## config.mk

```make
export PLATFORM = sky130hd
export DESIGN_NAME = http_chunked_body_decoder_top_flat
export DESIGN_NICKNAME = d
export VERILOG_FILES = /design/src/hcbd_pkg.sv /design/src/hcbd_channels.sv /design/src/http_chunked_body_decoder_top.sv /design/src/flat_wrapper.sv
export VERILOG_INCLUDE_DIRS = /design/src /design/src/src
export SDC_FILE = /design/constraint.sdc
export NUM_CORES = 1
export LEC_CHECK = 0
export BUFFER_PORTS_ARGS = -buffer_cell sky130_fd_sc_hd__buf_2
export CAP_MARGIN = 20
export CELL_PAD_IN_SITES_DETAIL_PLACEMENT = 0
export CELL_PAD_IN_SITES_GLOBAL_PLACEMENT = 1
export CORE_MARGIN = 2
export CORE_UTILIZATION = 46
export CTS_CLUSTER_SIZE = 20
export DETAILED_ROUTE_END_ITERATION = 10
export GPL_TIMING_DRIVEN = 0
export PLACE_DENSITY_LB_ADDON = 0.1
export SYNTH_ARGS = -nofsm -noshare
export SYNTH_HDL_FRONTEND = slang
export SYNTH_SLANG_ARGS = --single-unit
```

## constraint.sdc

```tcl
create_clock -name clock -period 2.96 [get_ports clock]
set_clock_uncertainty 0.05 [all_clocks]
set_input_delay 0 -clock clock [delete_from_list [all_inputs] [get_ports clock]]
set_output_delay 0 -clock clock [all_outputs]
set_load 0.05 [all_outputs]
```

## src/assert_macros.svh

```systemverilog
// Assertion helpers for the design files.
`ifndef ASSERT_MACROS_SVH
`define ASSERT_MACROS_SVH

// Same-cycle implication, disabled during reset.
`define ASSERT_IMPLIES(label, clk, rst, ante, cons) \
   label: assert property (@(posedge clk) disable iff (rst) (ante) |-> (cons)) \
      else $error("implication check failed");

// Next-cycle implication, disabled during reset.
`define ASSERT_NEXT(label, clk, rst, ante, cons) \
   label: assert property (@(posedge clk) disable iff (rst) (ante) |=> (cons)) \
      else $error("next-cycle check failed");

`endif

```

## src/hcbd_pkg.sv

```systemverilog
package hcbd_pkg;

   typedef logic [7:0] byte_type;
   typedef logic [2:0] status_type;

   localparam byte_type CHAR_CR = 8'h0d;
   localparam byte_type CHAR_LF = 8'h0a;

   localparam status_type STAT_RUN       = 3'd0;
   localparam status_type STAT_DONE      = 3'd1;
   localparam status_type STAT_BAD_DIGIT = 3'd2;
   localparam status_type STAT_NO_LF_SZ  = 3'd3;
   localparam status_type STAT_NO_CR_END = 3'd4;
   localparam status_type STAT_NO_LF_END = 3'd5;

   typedef struct packed {
      logic       ok;
      logic [3:0] value;
   } hex_type;

   function automatic hex_type hex_decode(byte_type b);
      hex_type h;
      h.ok    = 1'b1;
      h.value = 4'd0;
      if (b >= 8'h30 && b <= 8'h39) begin
         h.value = 4'(b - 8'h30);
      end else if (b >= 8'h61 && b <= 8'h66) begin
         h.value = 4'(b - 8'h57);
      end else if (b >= 8'h41 && b <= 8'h46) begin
         h.value = 4'(b - 8'h37);
      end else begin
         h.ok = 1'b0;
      end
      return h;
   endfunction

endpackage

```

## src/hcbd_channels.sv

```systemverilog
interface hcbd_req_if import hcbd_pkg::*; ();
   logic     valid;
   logic     ready;
   byte_type data_byte;

   modport source (output valid, output data_byte, input ready);
   modport sink (input valid, input data_byte, output ready);
endinterface

interface hcbd_rsp_if import hcbd_pkg::*; ();
   logic       valid;
   logic       ready;
   logic       payload_valid;
   byte_type   payload_byte;
   status_type status;

   modport source (output valid, output payload_valid, output payload_byte,
                   output status, input ready);
   modport sink (input valid, input payload_valid, input payload_byte,
                 input status, output ready);
endinterface

```

## src/http_chunked_body_decoder_top.sv

```systemverilog
// An accepted req word's rsp word is registered and is valid in the next cycle.
// Throughput: one word per cycle unless rsp stalls; the decode of a byte against the
// phase, size and remaining-count registers fits between input and output register.
// Reset (synchronous, active high): phase returns to size reading, size and
// remaining count clear, and the rsp register empties.
`include "assert_macros.svh"

module http_chunked_body_decoder_top import hcbd_pkg::*; #(
   parameter int SIZE_BITS = 32
) (
   input logic        clock,
   input logic        reset,
   hcbd_req_if.sink   req,
   hcbd_rsp_if.source rsp
);

   localparam logic [3:0] PH_SIZE        = 4'd0;
   localparam logic [3:0] PH_LF_SIZE     = 4'd1;
   localparam logic [3:0] PH_DATA        = 4'd2;
   localparam logic [3:0] PH_CR_END      = 4'd3;
   localparam logic [3:0] PH_LF_END      = 4'd4;
   localparam logic [3:0] PH_DONE        = 4'd5;
   localparam logic [3:0] PH_ERR_DIGIT   = 4'd6;
   localparam logic [3:0] PH_ERR_LF_SIZE = 4'd7;
   localparam logic [3:0] PH_ERR_CR_END  = 4'd8;
   localparam logic [3:0] PH_ERR_LF_END  = 4'd9;

   logic [3:0]           phase_ff, phase_in;
   logic [SIZE_BITS-1:0] size_ff, size_in;
   logic [SIZE_BITS-1:0] left_ff, left_in;

   logic       rsp_valid_ff;
   logic       rsp_pvalid_ff, rsp_pvalid_in;
   byte_type   rsp_pbyte_ff, rsp_pbyte_in;
   status_type rsp_status_ff, rsp_status_in;

   logic     req_fire;
   byte_type b;
   hex_type  hex;
   logic     is_term;

   assign req.ready = !rsp_valid_ff || rsp.ready;
   assign req_fire  = req.valid && req.ready;
   assign b         = req.data_byte;
   assign hex       = hex_decode(b);
   assign is_term   = (phase_ff == PH_DONE) || (phase_ff == PH_ERR_DIGIT) ||
                      (phase_ff == PH_ERR_LF_SIZE) || (phase_ff == PH_ERR_CR_END) ||
                      (phase_ff == PH_ERR_LF_END);

   always_comb begin
      phase_in      = phase_ff;
      size_in       = size_ff;
      left_in       = left_ff;
      rsp_pvalid_in = 1'b0;
      rsp_pbyte_in  = 8'd0;
      unique case (phase_ff)
         PH_SIZE: begin
            if (b == CHAR_CR) begin
               phase_in = PH_LF_SIZE;
            end else if (!hex.ok || size_ff[SIZE_BITS-1 -: 4] != 4'd0) begin
               // bad digit, or one more nibble would overflow the size
               phase_in = PH_ERR_DIGIT;
            end else begin
               size_in = {size_ff[SIZE_BITS-5:0], hex.value};
            end
         end
         PH_LF_SIZE: begin
            if (b != CHAR_LF) begin
               phase_in = PH_ERR_LF_SIZE;
            end else if (size_ff == '0) begin
               phase_in = PH_DONE;
            end else begin
               left_in  = size_ff;
               phase_in = PH_DATA;
            end
         end
         PH_DATA: begin
            rsp_pvalid_in = 1'b1;
            rsp_pbyte_in  = b;
            left_in       = left_ff - SIZE_BITS'(1);
            if (left_ff == SIZE_BITS'(1)) begin
               phase_in = PH_CR_END;
            end
         end
         PH_CR_END: begin
            phase_in = (b == CHAR_CR) ? PH_LF_END : PH_ERR_CR_END;
         end
         PH_LF_END: begin
            if (b == CHAR_LF) begin
               size_in  = '0;
               phase_in = PH_SIZE;
            end else begin
               phase_in = PH_ERR_LF_END;
            end
         end
         default: begin
            // terminal: ignore the byte
         end
      endcase

      unique case (phase_in)
         PH_DONE:        rsp_status_in = STAT_DONE;
         PH_ERR_DIGIT:   rsp_status_in = STAT_BAD_DIGIT;
         PH_ERR_LF_SIZE: rsp_status_in = STAT_NO_LF_SZ;
         PH_ERR_CR_END:  rsp_status_in = STAT_NO_CR_END;
         PH_ERR_LF_END:  rsp_status_in = STAT_NO_LF_END;
         default:        rsp_status_in = STAT_RUN;
      endcase
   end

   always_ff @(posedge clock) begin
      if (reset) begin
         phase_ff     <= PH_SIZE;
         size_ff      <= '0;
         left_ff      <= '0;
         rsp_valid_ff <= 1'b0;
      end else begin
         if (req_fire) begin
            phase_ff     <= phase_in;
            size_ff      <= size_in;
            left_ff      <= left_in;
            rsp_valid_ff <= 1'b1;
         end else if (rsp.ready) begin
            rsp_valid_ff <= 1'b0;
         end
      end
   end

   always_ff @(posedge clock) begin
      if (req_fire) begin
         rsp_pvalid_ff <= rsp_pvalid_in;
         rsp_pbyte_ff  <= rsp_pbyte_in;
         rsp_status_ff <= rsp_status_in;
      end
   end

   assign rsp.valid         = rsp_valid_ff;
   assign rsp.payload_valid = rsp_pvalid_ff;
   assign rsp.payload_byte  = rsp_pbyte_ff;
   assign rsp.status        = rsp_status_ff;

   `ASSERT_IMPLIES(a_payload_running, clock, reset,
                   rsp_valid_ff && rsp_pvalid_ff, rsp_status_ff == STAT_RUN)
   `ASSERT_IMPLIES(a_data_count_nonzero, clock, reset, phase_ff == PH_DATA, left_ff != '0)
   `ASSERT_NEXT(a_terminal_holds, clock, reset, is_term, phase_ff == $past(phase_ff))
   `ASSERT_NEXT(a_data_gives_payload, clock, reset,
                req_fire && phase_ff == PH_DATA, rsp_valid_ff && rsp_pvalid_ff)

endmodule
```

## src/flat_wrapper.sv

```systemverilog
// flat-port wrapper written by rule: the top's interface ports become plain ports
module http_chunked_body_decoder_top_flat import hcbd_pkg::*;
#(
   parameter int SIZE_BITS = 32
)
  (clock, reset, req_valid, req_data_byte, req_ready, rsp_valid, rsp_payload_valid, rsp_payload_byte, rsp_status, rsp_ready);
  hcbd_req_if req_i ();
  hcbd_rsp_if rsp_i ();
  input logic clock;
  input logic reset;
  input wire logic [$bits(req_i.valid)-1:0] req_valid;
  input wire logic [$bits(req_i.data_byte)-1:0] req_data_byte;
  output wire logic [$bits(req_i.ready)-1:0] req_ready;
  output wire logic [$bits(rsp_i.valid)-1:0] rsp_valid;
  output wire logic [$bits(rsp_i.payload_valid)-1:0] rsp_payload_valid;
  output wire logic [$bits(rsp_i.payload_byte)-1:0] rsp_payload_byte;
  output wire logic [$bits(rsp_i.status)-1:0] rsp_status;
  input wire logic [$bits(rsp_i.ready)-1:0] rsp_ready;
  assign req_i.valid = req_valid;
  assign req_i.data_byte = req_data_byte;
  assign req_ready = req_i.ready;
  assign rsp_valid = rsp_i.valid;
  assign rsp_payload_valid = rsp_i.payload_valid;
  assign rsp_payload_byte = rsp_i.payload_byte;
  assign rsp_status = rsp_i.status;
  assign rsp_i.ready = rsp_ready;
  http_chunked_body_decoder_top #(.SIZE_BITS(SIZE_BITS)) u_core (.clock(clock), .reset(reset), .req(req_i), .rsp(rsp_i));
endmodule
```

==> impl_metrics.prom <==
# TYPE chip_impl_metric gauge
chip_impl_metric{name="clkSinkCount",unit=""} 81
chip_impl_metric{name="grt_max_degree",unit=""} 21
chip_impl_metric{name="preCtsSetupSlack",unit="ps"} 363
chip_impl_metric{name="required",unit="ps"} 3060
chip_impl_metric{name="final_antenna_net_count",unit=""} 0
chip_impl_metric{name="min_period_over_period",unit=""} 0.905
chip_impl_metric{name="std_cell_rows",unit=""} 34
chip_impl_metric{name="clock_tree.buffer_depth",unit=""} 2
chip_impl_metric{name="finalWorstSetupSlack",unit="ps"} 281
chip_impl_info{name="worst_hold_path_type",value="in -> reg"} 1
chip_impl_metric{name="powerDensity",unit="mW/mm2"} 575
chip_impl_metric{name="finalNonFillerCells",unit=""} 645
chip_impl_metric{name="floorplan.die.height",unit="um"} 99.6
chip_impl_metric{name="area_of_the_die",unit="mm2"} 0.00991
chip_impl_info{name="leading_cell_type_in_the_layout_fill_and_taps_excluded",value="sky130_fd_sc_hd__dfxtp_1"} 1
chip_impl_metric{name="track_usage",unit=""} 0.259
chip_impl_info{name="grt_setup_unrepaired",value="false"} 1
chip_impl_info{name="run_status",value="completed"} 1
chip_impl_metric{name="cp.arrival",unit="ps"} 2780
chip_impl_metric{name="timing.final.max_slew_violations",unit=""} 0
chip_impl_info{name="tritoncts",value="built"} 1
chip_impl_info{name="dominantRegCellSynth",value="sky130_fd_sc_hd__dfxtp_1"} 1
chip_impl_metric{name="power.ir.vdd_worst",unit="mV"} 0.271
chip_impl_metric{name="core-area",unit="mm2"} 0.00881
chip_impl_metric{name="syn-cell-area",unit="mm2"} 0.00420
chip_impl_metric{name="drv.max_cap_violation_count",unit=""} 0
chip_impl_metric{name="vias",unit=""} 4000
chip_impl_metric{name="achievable-frequency",unit="GHz"} 0.373
chip_impl_metric{name="yosys_register_bits",unit=""} 81
chip_impl_metric{name="insertion_delay",unit="ps"} 350
chip_impl_metric{name="antenna-diode-count",unit=""} 0
chip_impl_metric{name="grt_first_pass_wirelength",unit="um"} 20200
chip_impl_metric{name="relSlewSlack",unit=""} 0.347
chip_impl_metric{name="detailed_placement_hpwl",unit="um"} 8670
chip_impl_info{name="worstPathCellList",value="nor4_1 > nand4_1 > nor3_1 > nor3_1 > a2111oi_2"} 1
chip_impl_metric{name="fin_total_pwr",unit="mW"} 2.74
chip_impl_metric{name="tritoncts.num_buffers",unit=""} 9
chip_impl_info{name="mostFrequentLayoutCells",value="sky130_fd_sc_hd__dfxtp_1 (69), sky130_fd_sc_hd__nor2_1 (46), sky130_fd_sc_hd__nand2_1 (45)"} 1
chip_impl_info{name="startpoint_type",value="register"} 1
chip_impl_metric{name="layout.filler_cells",unit=""} 837
chip_impl_metric{name="drt_iter0_drc",unit=""} 262
chip_impl_metric{name="leakagePower",unit="nW"} 1.77
chip_impl_metric{name="number_of_antenna_violations_at_the_first_check_in_global_routing",unit=""} 0
chip_impl_metric{name="detail_route.first_pass.iterations",unit=""} 5
chip_impl_metric{name="grt_overflow",unit=""} 0
chip_impl_info{name="endpoint_kind",value="register"} 1
chip_impl_metric{name="area.sequential",unit="mm2"} 0.00174
chip_impl_metric{name="mappedNetlistNets",unit=""} 508
chip_impl_metric{name="tns_setup",unit="ps"} 0
chip_impl_metric{name="path_max_fanout",unit=""} 10
chip_impl_metric{name="synth_async_sr_flop_share",unit=""} 0
chip_impl_metric{name="placed_cells_incl_taps",unit=""} 622
chip_impl_metric{name="post-route-drc-count",unit=""} 0
chip_impl_metric{name="area_growth_syn_to_layout",unit="%"} 13.4
chip_impl_metric{name="tightest_slew",unit="ps"} 971
chip_impl_metric{name="synthesis.instances",unit=""} 490
chip_impl_metric{name="io_buffers",unit=""} 24
chip_impl_info{name="path_common_cell",value="sky130_fd_sc_hd__nor3_1"} 1
chip_impl_metric{name="final-hold-violation-count",unit=""} 0
chip_impl_metric{name="cts.htree.levels",unit=""} 3
chip_impl_metric{name="synth.yosys.seq_area_share",unit=""} 0.415
chip_impl_info{name="critical-path-top-delay-family",value="simple AND/OR/NAND/NOR gates"} 1
chip_impl_metric{name="worst-path-buf-inv",unit=""} 0
chip_impl_info{name="cts-root-buf",value="sky130_fd_sc_hd__clkbuf_8"} 1
chip_impl_metric{name="die_width",unit="um"} 99.6
chip_impl_metric{name="synth_enable_flop_cells",unit=""} 12
chip_impl_metric{name="routed_wl",unit="um"} 12300
chip_impl_metric{name="post_cts_resize_count",unit=""} 0
chip_impl_metric{name="setup_viol_count_final",unit=""} 0
chip_impl_metric{name="gpl.final_weighted_congestion",unit=""} 0.846
chip_impl_metric{name="yosysWarningCount",unit=""} 0
chip_impl_info{name="yosysTopAreaCell",value="sky130_fd_sc_hd__dfxtp_1"} 1
chip_impl_metric{name="post-synth-top-area-fraction",unit=""} 0.329
chip_impl_metric{name="final_period_minus_worst_setup_slack",unit="ps"} 2680
chip_impl_metric{name="initial_utilization",unit=""} 0.477
chip_impl_metric{name="floorplan.io_pins",unit=""} 26
chip_impl_info{name="top_cells_by_area_in_the_synthesized_netlist",value="sky130_fd_sc_hd__dfxtp_1 (33%), sky130_fd_sc_hd__edfxtp_1 (8.6%), sky130_fd_sc_hd__a22o_1 (6.7%)"} 1
chip_impl_metric{name="multi_input_comb_area",unit="mm2"} 0.00225
chip_impl_info{name="crit_slowest_cell",value="sky130_fd_sc_hd__nor4_1"} 1
chip_impl_metric{name="yosysUniqueCellTypes",unit=""} 71
chip_impl_metric{name="finish.net_count",unit=""} 550
chip_impl_metric{name="routedWlPerCell",unit="um"} 19.1
chip_impl_metric{name="timing.critical_path.slowest_cell_delay",unit="ps"} 520
chip_impl_metric{name="clk_pin_slew_worst_paths",unit="ps"} 90
chip_impl_metric{name="drive_gt1_frac",unit=""} 0.138
chip_impl_metric{name="post_synth.cell_area_avg",unit="um2"} 8.57
chip_impl_metric{name="avgViaCountPerCell",unit=""} 6.20
chip_impl_info{name="type_of_the_setup_path_with_the_least_slack",value="reg -> reg"} 1
chip_impl_metric{name="first_global_vias",unit=""} 3750
[final cells by class]
| type | count | share of cell area |
|---|---|---|
| multi-input combinational | 363 | 0.471 |
| sequential | 81 | 0.366 |
| timing repair buffer | 31 | 0.0399 |
| buffer | 31 | 0.0331 |
| clock buffer | 11 | 0.0320 |
| tap | 108 | 0.0284 |
| clock inverter | 5 | 0.0176 |
| inverter | 15 | 0.0118 |
[worst reg2reg max path: cells and delay by family, from the launching register on]
kind / cells / cell delay [ps]
compound gates: 1 / 360
simple gates: 4 / 1690
flops: 1 / 380
[state kept, by name, indices dropped and copies added (netlist names)]
signal,count
u_core.left_ff,32
u_core.rsp.valid,1
u_core.rsp.status,3
u_core.rsp.payload_byte,8
u_core.size_ff,32
u_core.phase_ff,4
u_core.rsp.payload_valid,1
[per-layer routing]
layer,wire length [um],global-route usage,up-vias,share of wire
met5,0,0,-,0
met4,280,0.0959,0,0.023
met3,868,0.0365,24,0.070
met2,5210,0.370,158,0.42
met1,5970,0.392,1899,0.48
li1,-,-,1919,-
[through the flow]
step / hold WS [ps] / utilization / instance area (um2)
2_1_floorplan: 79.5 / - / 4200
3_3_place_gp: 197 / 0.506 / 4460
3_5_place_dp: 204 / 0.506 / 4460
4_1_cts: 16.6 / 0.541 / 4760
5_1_grt: 32.7 / 0.541 / 4760
6_report: 26.6 / 0.541 / 4760
[cells in the mapped netlist (3+ instances only)]
cell	number
sky130_fd_sc_hd__nor4_1	17
sky130_fd_sc_hd__nor3b_1	3
sky130_fd_sc_hd__and2_1	8
sky130_fd_sc_hd__nand4_1	9
sky130_fd_sc_hd__a21o_1	5
sky130_fd_sc_hd__buf_2	6
sky130_fd_sc_hd__inv_1	13
sky130_fd_sc_hd__a21oi_1	40
sky130_fd_sc_hd__a211oi_1	11
sky130_fd_sc_hd__nand3_1	9
sky130_fd_sc_hd__o21ai_0	33
sky130_fd_sc_hd__nor2_1	46
sky130_fd_sc_hd__edfxtp_1	12
sky130_fd_sc_hd__a31oi_1	6
sky130_fd_sc_hd__buf_1	3
sky130_fd_sc_hd__nand2_1	45
sky130_fd_sc_hd__clkbuf_1	15
sky130_fd_sc_hd__nor3_1	18
sky130_fd_sc_hd__buf_4	6
sky130_fd_sc_hd__dfxtp_1	69
sky130_fd_sc_hd__nand2b_1	6
sky130_fd_sc_hd__a22o_1	32
sky130_fd_sc_hd__or3b_2	3
sky130_fd_sc_hd__a22oi_1	5
sky130_fd_sc_hd__ha_1	6
sky130_fd_sc_hd__o22ai_1	4
[repair_timing]
item | 4_1_cts | 5_1_grt
endpoints found under the hold margin | 7 | 0
buffers inserted | 0 | 0
endpoints found under the setup margin | 0 | 0
hold buffers | 7 | 0
[kinds of logic after synthesis]
family,share of synthesized area
compound gates,0.274
xor+xnor,0.00625
fa+ha+maj,0.0179
buf+inv,0.0509
flops,0.415
mux,0.00744
simple gates,0.229
[power by group]
part	switching, mW	total (mW)	leakage, nW	internal [mW]
logic	0.402	0.592	0.970	0.190
clock network	0.434	0.968	0.120	0.534
registers	0.0234	1.18	0.679	1.15
[worst paths after layout]
path,start,endpoint,slack [ps],cells after the start
setup / recovery,u_core.left_ff[4]$_SDFFE_PP0P_,u_core.rsp.status[0]$_DFFE_PP_,280,5
hold / removal,req_data_byte[3],u_core.rsp.payload_byte[3]$_SDFFCE_PN0P_,30,2
setup reg to reg,u_core.left_ff[4]$_SDFFE_PP0P_,u_core.rsp.status[0]$_DFFE_PP_,280,5
hold reg to reg,u_core.left_ff[23]$_SDFFE_PP0P_,u_core.left_ff[23]$_SDFFE_PP0P_,430,2
Note: power is estimated with default switching activity, not from simulation.
